--- config.mk ---
export PLATFORM = sky130hd
export DESIGN_NAME = signed_int_to_decimal_ascii
export DESIGN_NICKNAME = d
export VERILOG_FILES = /design/src/design/sida_pkg.sv /design/src/design/signed_int_to_decimal_ascii.sv
export SDC_FILE = /design/constraint.sdc
export NUM_CORES = 1
export LEC_CHECK = 0
export ABC_AREA = 1
export BUFFER_PORTS_ARGS = -buffer_cell sky130_fd_sc_hd__buf_2
export CAP_MARGIN = 20
export CORE_MARGIN = 2
export CORE_UTILIZATION = 47
export DETAILED_ROUTE_END_ITERATION = 16
export PLACE_DENSITY = 0.68
export SETUP_SLACK_MARGIN = 0.1
export SLEW_MARGIN = 15
export SYNTH_ARGS = -nofsm -noshare
export SYNTH_HDL_FRONTEND = slang
export SYNTH_SLANG_ARGS = --single-unit
--- constraint.sdc ---
create_clock -name clk -period 7.1 [get_ports clk]
set_input_delay 0.71 -clock clk [delete_from_list [all_inputs] [get_ports clk]]
set_output_delay 0.71 -clock clk [all_outputs]
set_load 0.01 [all_outputs]
--- src/design/sida_pkg.sv ---
// Shared types and character codes for the signed integer to decimal ASCII converter.
package sida_pkg;

	// Sequencer states
	typedef enum logic [2:0] {
		ST_IDLE,
		ST_CONV,
		ST_SKIP,
		ST_SIGN,
		ST_EMIT
	} state_t;

	localparam logic [7:0] ASCII_ZERO  = 8'd48;
	localparam logic [7:0] ASCII_MINUS = 8'd45;
	localparam logic [3:0] BCD_FIVE    = 4'd5;
	localparam logic [3:0] BCD_THREE   = 4'd3;
	localparam logic [3:0] BCD_NINE    = 4'd9;

endpackage

--- src/design/signed_int_to_decimal_ascii.sv ---
// Signed integer to decimal ASCII converter: bit-serial binary to BCD and character emitter.
//
// Each input transfer carries one two's complement integer of VALUE_WIDTH bits. The block
// sends its decimal text one ASCII character per output transfer, most significant first:
// a leading '-' for negative values, no leading zeros, a single '0' for zero, and tlast on
// the final character. The most negative value converts in full (at 32 bits
// "-2147483648"). The magnitude is shifted one bit per cycle through a row of add-3 BCD
// digit lanes until all VALUE_WIDTH bits are in; leading zero digits are then dropped
// one per cycle (up to NDIG-1 of them, NDIG = 10 at 32 bits), the sign or the first
// digit is picked next, and the '-' and each digit are loaded into the output register
// whenever it is free. Dropped and emitted digits always add up to NDIG. One item is
// in work at a time; the next one is accepted while the final character still waits
// in the output register.
module signed_int_to_decimal_ascii #(
	parameter int VALUE_WIDTH = 32
) (
	input  logic                                  clk,
	input  logic                                  arst_n,
	// Input stream
	input  logic                                  s_axis_tvalid,
	output logic                                  s_axis_tready,
	input  logic [((VALUE_WIDTH + 7) / 8) * 8-1:0] s_axis_tdata,  // [VALUE_WIDTH-1:0] value
	// Output stream
	output logic                                  m_axis_tvalid,
	input  logic                                  m_axis_tready,
	output logic [7:0]                            m_axis_tdata,  // [7:0] character
	output logic                                  m_axis_tlast
);

	// Decimal digits needed for 2^(VALUE_WIDTH-1) and counter widths
	localparam int NDIG = ((VALUE_WIDTH * 1233) >> 12) + 1;
	localparam int BW   = 4 * NDIG;
	localparam int BCW  = $clog2(VALUE_WIDTH);
	localparam int DCW  = $clog2(NDIG + 1);

	sida_pkg::state_t state_q, state_d;

	logic                   neg_q, neg_d;
	logic [VALUE_WIDTH-1:0] mag_q, mag_d;
	logic [BW-1:0]          bcd_q, bcd_d;
	logic [BW-1:0]          bcd_adj;
	logic [BCW-1:0]         bitcnt_q, bitcnt_d;
	logic [DCW-1:0]         digcnt_q, digcnt_d;
	logic                   out_valid_q, out_valid_d;
	logic [7:0]             out_char_q, out_char_d;
	logic                   out_last_q, out_last_d;
	logic                   out_free;
	logic [3:0]             top_digit;
	logic [VALUE_WIDTH-1:0] value_in;

	assign value_in  = s_axis_tdata[VALUE_WIDTH-1:0];
	assign out_free  = !out_valid_q || m_axis_tready;
	assign top_digit = bcd_q[BW-1 -: 4];

	// Add three to every digit of five or more before the next shift
	always_comb begin
		for (int i = 0; i < NDIG; i++) begin
			if (bcd_q[4*i +: 4] >= sida_pkg::BCD_FIVE) begin
				bcd_adj[4*i +: 4] = bcd_q[4*i +: 4] + sida_pkg::BCD_THREE;
			end else begin
				bcd_adj[4*i +: 4] = bcd_q[4*i +: 4];
			end
		end
	end

	// Sequence conversion, zero skipping and character emission
	always_comb begin
		state_d     = state_q;
		neg_d       = neg_q;
		mag_d       = mag_q;
		bcd_d       = bcd_q;
		bitcnt_d    = bitcnt_q;
		digcnt_d    = digcnt_q;
		out_char_d  = out_char_q;
		out_last_d  = out_last_q;
		out_valid_d = out_valid_q && !m_axis_tready;
		case (state_q)
			sida_pkg::ST_IDLE: begin
				if (s_axis_tvalid) begin
					neg_d    = value_in[VALUE_WIDTH-1];
					mag_d    = value_in[VALUE_WIDTH-1] ? (~value_in + 1'b1) : value_in;
					bcd_d    = '0;
					bitcnt_d = BCW'(VALUE_WIDTH - 1);
					state_d  = sida_pkg::ST_CONV;
				end
			end
			sida_pkg::ST_CONV: begin
				bcd_d    = {bcd_adj[BW-2:0], mag_q[VALUE_WIDTH-1]};
				mag_d    = {mag_q[VALUE_WIDTH-2:0], 1'b0};
				bitcnt_d = bitcnt_q - 1'b1;
				if (bitcnt_q == '0) begin
					digcnt_d = DCW'(NDIG);
					state_d  = sida_pkg::ST_SKIP;
				end
			end
			sida_pkg::ST_SKIP: begin
				if (top_digit == 4'd0 && digcnt_q > DCW'(1)) begin
					bcd_d    = {bcd_q[BW-5:0], 4'd0};
					digcnt_d = digcnt_q - 1'b1;
				end else if (neg_q) begin
					state_d = sida_pkg::ST_SIGN;
				end else begin
					state_d = sida_pkg::ST_EMIT;
				end
			end
			sida_pkg::ST_SIGN: begin
				if (out_free) begin
					out_char_d  = sida_pkg::ASCII_MINUS;
					out_last_d  = 1'b0;
					out_valid_d = 1'b1;
					state_d     = sida_pkg::ST_EMIT;
				end
			end
			sida_pkg::ST_EMIT: begin
				if (out_free) begin
					out_char_d  = sida_pkg::ASCII_ZERO + {4'd0, top_digit};
					out_last_d  = (digcnt_q == DCW'(1));
					out_valid_d = 1'b1;
					bcd_d       = {bcd_q[BW-5:0], 4'd0};
					digcnt_d    = digcnt_q - 1'b1;
					if (digcnt_q == DCW'(1)) begin
						state_d = sida_pkg::ST_IDLE;
					end
				end
			end
			default: begin
				state_d = sida_pkg::ST_IDLE;
			end
		endcase
	end

	// Hold control state
	always_ff @(posedge clk or negedge arst_n) begin
		if (!arst_n) begin
			state_q     <= sida_pkg::ST_IDLE;
			bitcnt_q    <= '0;
			digcnt_q    <= '0;
			out_valid_q <= 1'b0;
		end else begin
			state_q     <= state_d;
			bitcnt_q    <= bitcnt_d;
			digcnt_q    <= digcnt_d;
			out_valid_q <= out_valid_d;
		end
	end

	// Advance payload registers
	always_ff @(posedge clk) begin
		neg_q      <= neg_d;
		mag_q      <= mag_d;
		bcd_q      <= bcd_d;
		out_char_q <= out_char_d;
		out_last_q <= out_last_d;
	end

	assign s_axis_tready = (state_q == sida_pkg::ST_IDLE);
	assign m_axis_tvalid = out_valid_q;
	assign m_axis_tdata  = out_char_q;
	assign m_axis_tlast  = out_last_q;

	// Only valid BCD digits reach the output
	a_digit_range: assert property (@(posedge clk) disable iff (!arst_n)
		state_q == sida_pkg::ST_EMIT |-> top_digit <= sida_pkg::BCD_NINE)
		else $error("non-decimal digit in emit state");

	// Emitting always has a digit left
	a_digit_left: assert property (@(posedge clk) disable iff (!arst_n)
		state_q == sida_pkg::ST_EMIT |-> digcnt_q != '0)
		else $error("digit count exhausted while emitting");

	// Final digit closes the run and frees the input
	a_run_end: assert property (@(posedge clk) disable iff (!arst_n)
		(state_q == sida_pkg::ST_EMIT && out_free && digcnt_q == DCW'(1))
		|=> (state_q == sida_pkg::ST_IDLE && m_axis_tvalid && m_axis_tlast))
		else $error("run did not end on final digit");

	// A minus sign never ends a run
	a_minus_not_last: assert property (@(posedge clk) disable iff (!arst_n)
		(m_axis_tvalid && m_axis_tdata == sida_pkg::ASCII_MINUS) |-> !m_axis_tlast)
		else $error("minus sign marked as last character");

endmodule

* Word level (Yosys, flattened, before mapping)
Index checks and enable logic that the tools add are counted.
** Operators by class
- Mux-type cells :: 39
- Reduce and logical (&&, ||, !) cells :: 19
- Bitwise operators :: 1
- Equal/unequal tests :: 12
- Add/sub/neg operators :: 14
- Order comparisons :: 11
** Operators with widths (count)
- case mux 40 bit (4 select lines) :: 1
- 2-to-1 mux 40 bit :: 3
- 2-to-1 mux 32 bit :: 2
- case mux 32 bit (2 select lines) :: 1
- 2-to-1 mux 4 bit :: 12
- greater-or-equal comparator 4 x 3 -> 1 bit (second input constant) :: 10
- adder 4 x 2 -> 4 bit (second input constant) :: 9
- adder 32 x 1 -> 32 bit (second input constant) :: 1
- NOT 32 bit :: 1
- 2-to-1 mux 3 bit :: 8
- 2-to-1 mux 8 bit :: 2
- case mux 8 bit (2 select lines) :: 1
- case mux 3 bit (5 select lines) :: 1
- != test 2 bit (second input constant) :: 7
- case mux 4 bit (3 select lines) :: 1
- case mux 5 bit (2 select lines) :: 1
- AND reduction 4 bit :: 2
- adder 6 x 4 -> 7 bit (first input constant) :: 1
- == test 3 x 2 -> 1 bit (second input constant) :: 2
- AND reduction 6 bit :: 1
- zero test 5 bit :: 1
- 2-to-1 mux 5 bit :: 1
- subtractor 5 x 1 -> 5 bit (second input constant) :: 1
- == test 4 x 1 -> 1 bit (second input constant) :: 1
- other kinds (18) :: 25
** Word-level totals
- Logic and storage cells :: 105
- Register bits after elaboration :: 95
- Output and inout port bits :: 11

* Depth between registers and ports, before layout
- Depth after elaboration :: 5
- Gate-level depth with buffers :: 11
- Gate-level depth less buffers :: 11

* Least setup slack after synthesis
No wires, ideal clock.
- Kind :: flip-flop to flip-flop
- Start point :: register digcnt_q[0]
- End point :: register bcd_q[0] (enable)
- Required time :: 6.663 ns
- Setup slack :: 3.910 ns
- Stages on the path, launching flop included :: 8
- Arrival :: 2.753 ns
- Setup time :: 0.437 ns
- Period minus slack after synthesis :: 3.190 ns
- Cells stage by stage :: dfrtp_1 inv_1 ha_1 o21ai_0 nand3_1 nand2_1 o211ai_1 nor2_1
** On the way
- Cells in the longest elaborated chain, start to end :: 4
** RTL lines
- start, declared :: line signed_int_to_decimal_ascii.sv:43 : logic [DCW-1:0] digcnt_q, digcnt_d;
- start signal, assigned :: line signed_int_to_decimal_ascii.sv:142 : digcnt_q <= digcnt_d;
- > comparator 4 x 1 -> 1 bit :: line signed_int_to_decimal_ascii.sv:97 : if (top_digit == 4'd0 && digcnt_q > DCW'(1)) begin
- logical AND 1 bit :: line signed_int_to_decimal_ascii.sv:97
- != test 2 bit (no source line)
- AND reduction 4 bit (no source line)
- end signal, assigned :: line signed_int_to_decimal_ascii.sv:151 : bcd_q <= bcd_d;
- end, declared :: line signed_int_to_decimal_ascii.sv:40 : logic [BW-1:0] bcd_q, bcd_d;
No other way between the ends.
A chain may end at the register's enable or synchronous reset.

* Worst setup path after layout
- Start point :: register state_q[2]
- End point :: register mag_q[19] (enable)
** On the way
- Cells in the longest elaborated chain, start to end :: 3
** RTL lines
- start, declared :: line signed_int_to_decimal_ascii.sv:36 : sida_pkg::state_t state_q, state_d;
- start signal, assigned :: line signed_int_to_decimal_ascii.sv:135 : state_q <= sida_pkg::ST_IDLE;
- start signal, assigned :: line signed_int_to_decimal_ascii.sv:140 : state_q <= state_d;
- == test 3 x 1 -> 1 bit / zero test 3 bit (equally long branches) :: line signed_int_to_decimal_ascii.sv:77 : case (state_q)
- nonzero test 2 bit (no source line) / != test 2 bit (equally long branches)
- AND reduction 2 bit (no source line) *
- end signal, assigned :: line signed_int_to_decimal_ascii.sv:150 : mag_q <= mag_d;
- end, declared :: line signed_int_to_decimal_ascii.sv:39 : logic [VALUE_WIDTH-1:0] mag_q, mag_d;
Every way passes the cells marked *; elsewhere a longest branch is shown, timed or not.

==> results.py <==
metrics = {
    "status": {
        "outcome": "complete, no violations",
    },
    "grt": {
        "grt_max_degree": 65,
        "grt_overflow": 0,
        "grt_pass1_vias": 4629,
        "track_usage": 0.193,
        "antenna_found_initial": 0,
        "grt_first_pass_wirelength_um": 20600,
    },
    "final_layout": {
        "area_delta_synth_final_pct": 10.9,
        "final_common_cell": "nand2_1",
        "fin_area_um2": 6560,
        "multi_input_area_um2": 2730,
        "drive_above_1_share": 0.125,
        "fill_cells": 1099,
        "layout_common_cells": "nand2_1, inv_1, nor2_1, edfxtp_1, o21ai_0",
        "seq_area_um2": 2700,
        "stdcell_count": 934,
        "num_antenna_cells": 0,
        "final_nets": 821,
    },
    "sta": {
        "setup_viol": 0,
        "report.final.slew_viol_count": 0,
        "rsz0062_at_grt": "false",
        "maxSlewHeadroom": 0.489,
        "timing.final.crit_period_ns": 2.31,
        "worst_pin_slew_ns": 0.766,
        "max_freq_ghz": 0.432,
        "hold_violations": 0,
        "skew_ns": 0.00773,
        "tns_ns": 0,
        "finalCritPeriodShare": 0.326,
    },
    "clocking": {
        "cts_max_path_buffers": 2,
        "clock_latency_ns": 0.35,
        "hold_buffers": 0,
        "cts.sinks": 92,
        "cts_buffers": 9,
        "root_buffer": "clkbuf_16",
        "h-tree-depth": 3,
        "postCtsSetupBuffers": 0,
        "cts_tree": "done",
        "ctsResizeCount": 0,
        "clkSlewWorstSetupHoldPaths_ns": 0.07,
    },
    "flow_run": {
        "cap_violations": 0,
    },
    "pwr": {
        "power_mw": 2.79,
        "irDropWorstVdd_mv": 0.163,
        "p_leak_nw": 2.88,
        "power_density_nw_per_um2": 425,
    },
    "worst_setup_path": {
        "start_kind": "flop",
        "cp-end-kind": "flop",
        "reg2regPathDepth": 5,
        "critPathKind": "reg -> reg",
        "crit_fanout": 47,
        "cp.arrival_ns": 2.30,
        "required_ns": 7.08,
    },
    "detailed_routing": {
        "ant_nets": 0,
        "wl_um": 12400,
        "firstDrtPassIters": 6,
        "drc": 0,
        "vias": 4883,
        "drtIter0Drc": 337,
        "avgViaCountPerCell": 5.23,
        "wl_per_cell_um": 13.3,
    },
    "yosys": {
        "synth-seq-cells": 92,
        "yosysUniqueCellTypes": 38,
        "ys_top_cells_by_area": "edfxtp_1, nand2_1, o21ai_0",
        "syn_area_um2": 5910,
        "yosys.area.top_type": "edfxtp_1",
        "yosysTopAreaCellShare": 0.401,
        "yosys_warnings": 0,
        "ys_seq_area_frac": 0.456,
        "synth_area_per_cell_um2": 8.15,
        "synth_cells": 726,
    },
    "floorplan": {
        "core_region_area_um2": 12200,
        "die_h_um": 116,
        "dieArea_um2": 13500,
        "start_util": 0.486,
        "num_io_pins": 47,
        "num_rows": 40,
        "fp.dieW_um": 116,
    },
    "placed_design": {
        "dpl_cell_area_um2": 6240,
        "port_buffers": 43,
        "placed_cells": 917,
        "gp_congestion": 0.965,
        "hpwl_um": 8810,
    },
    "min_path": {
        "hold_path.class": "in -> async",
    },
}
[critical path, stage by stage (launching register included)]
cell     delay [ns]
dfrtp_1        0.44
inv_2          0.15
nand3_2        0.09
inv_2          0.57
nor2_4         0.11
inv_2          0.56
[flip-flops by register name (all words and copies together), names as in the netlist]
signal and flops:
neg_q 1, mag_q 32, bitcnt_q 5, state_q 3, digcnt_q 4, m_axis_tdata 5, m_axis_tvalid 1, bcd_q 40
m_axis_tlast 1
[cells by family (layout without fill, tap and decap cells)]
family | count (synthesis) | after routing | synth area share
AND/OR/NAND/NOR | 339 | 339 | 0.242
AO/OA/AOI/OAI | 130 | 130 | 0.138
buffers and inverters | 121 | 160 | 0.0855
flip-flops | 92 | 92 | 0.456
adder cells (fa/ha/maj) | 24 | 24 | 0.0508
XOR/XNOR | 18 | 18 | 0.0267
other | 2 | 3 | 0.00127
[report_power, final]
group | leakage [nW] | internal (mW) | total [mW] | switching, mW
registers | 0.947 | 0.979 | 1.12 | 0.145
clock network | 0.144 | 0.282 | 0.489 | 0.208
logic | 1.79 | 0.380 | 1.18 | 0.796
total | 2.88 | 1.64 | 2.79 | 1.15
[per-stage QoR]
stage | utilization | hold WS [ns] | worst slack [ns]
2_1_floorplan | - | 0.414 | 3.91
3_3_place_gp | 0.513 | 0.473 | 4.61
3_5_place_dp | 0.513 | 0.479 | 4.52
4_1_cts | 0.538 | 0.243 | 4.52
5_1_grt | 0.539 | 0.271 | 4.56
6_report | 0.539 | 0.238 | 4.79
[cells in the mapped netlist]
cell,number
o32ai_2,10
nand3_1,48
a22oi_1,1
nor3_1,2
nor2_4,2
o32ai_1,7
nor2_2,2
a31oi_1,2
buf_6,2
o21ai_0,68
nor3_2,1
o22ai_1,1
dfrtp_1,13
xnor2_1,1
inv_2,9
ha_1,24
conb_1,2
a21oi_1,24
xor2_1,17
nor2_8,1
nor4_1,1
edfxtp_1,79
nor2_1,90
o21ai_1,10
nand2_1,174
o31ai_1,2
inv_1,88
o211ai_1,2
or2_2,5
buf_4,5
nand4_1,7
nand2_2,1
nand3b_1,5
a32oi_1,1
clkbuf_1,2
clkinv_1,1
o21bai_1,2
buf_2,14
[final timing paths]
| check | slack [ns] | end | from |
|---|---|---|---|
| worst max register to register | 4.79 | mag_q[19] | state_q[2] |
| worst max-delay path | 4.79 | mag_q[19] | state_q[2] |
| min in group clk | 0.50 | bitcnt_q[4] | bitcnt_q[4] |
| worst min-delay path | 0.24 | bitcnt_q[0] | arst_n |
| worst min register to register | 0.50 | bitcnt_q[4] | bitcnt_q[4] |
| max in group asynchronous | 6.62 | bitcnt_q[3] | arst_n |
[layout make-up]
cell class | instances | share of cell area
timing repair buffer | 46 | 0.0382
clock buffer | 10 | 0.0364
inverter | 98 | 0.0561
tap | 168 | 0.0320
clock inverter | 6 | 0.00973
sequential | 92 | 0.411
multi-input combinational | 514 | 0.416
[layer usage]
| metal | part of all wire | global-route usage | vias to the layer above |
|---|---|---|---|
| li1 | - | - | 2487 |
| met1 | 0.46 | 0.251 | 2257 |
| met2 | 0.47 | 0.324 | 120 |
| met3 | 0.054 | 0.0389 | 19 |
| met4 | 0.016 | 0.0659 | 0 |
| met5 | 0 | 0 | - |
Note: power is estimated with default switching activity, not from simulation.
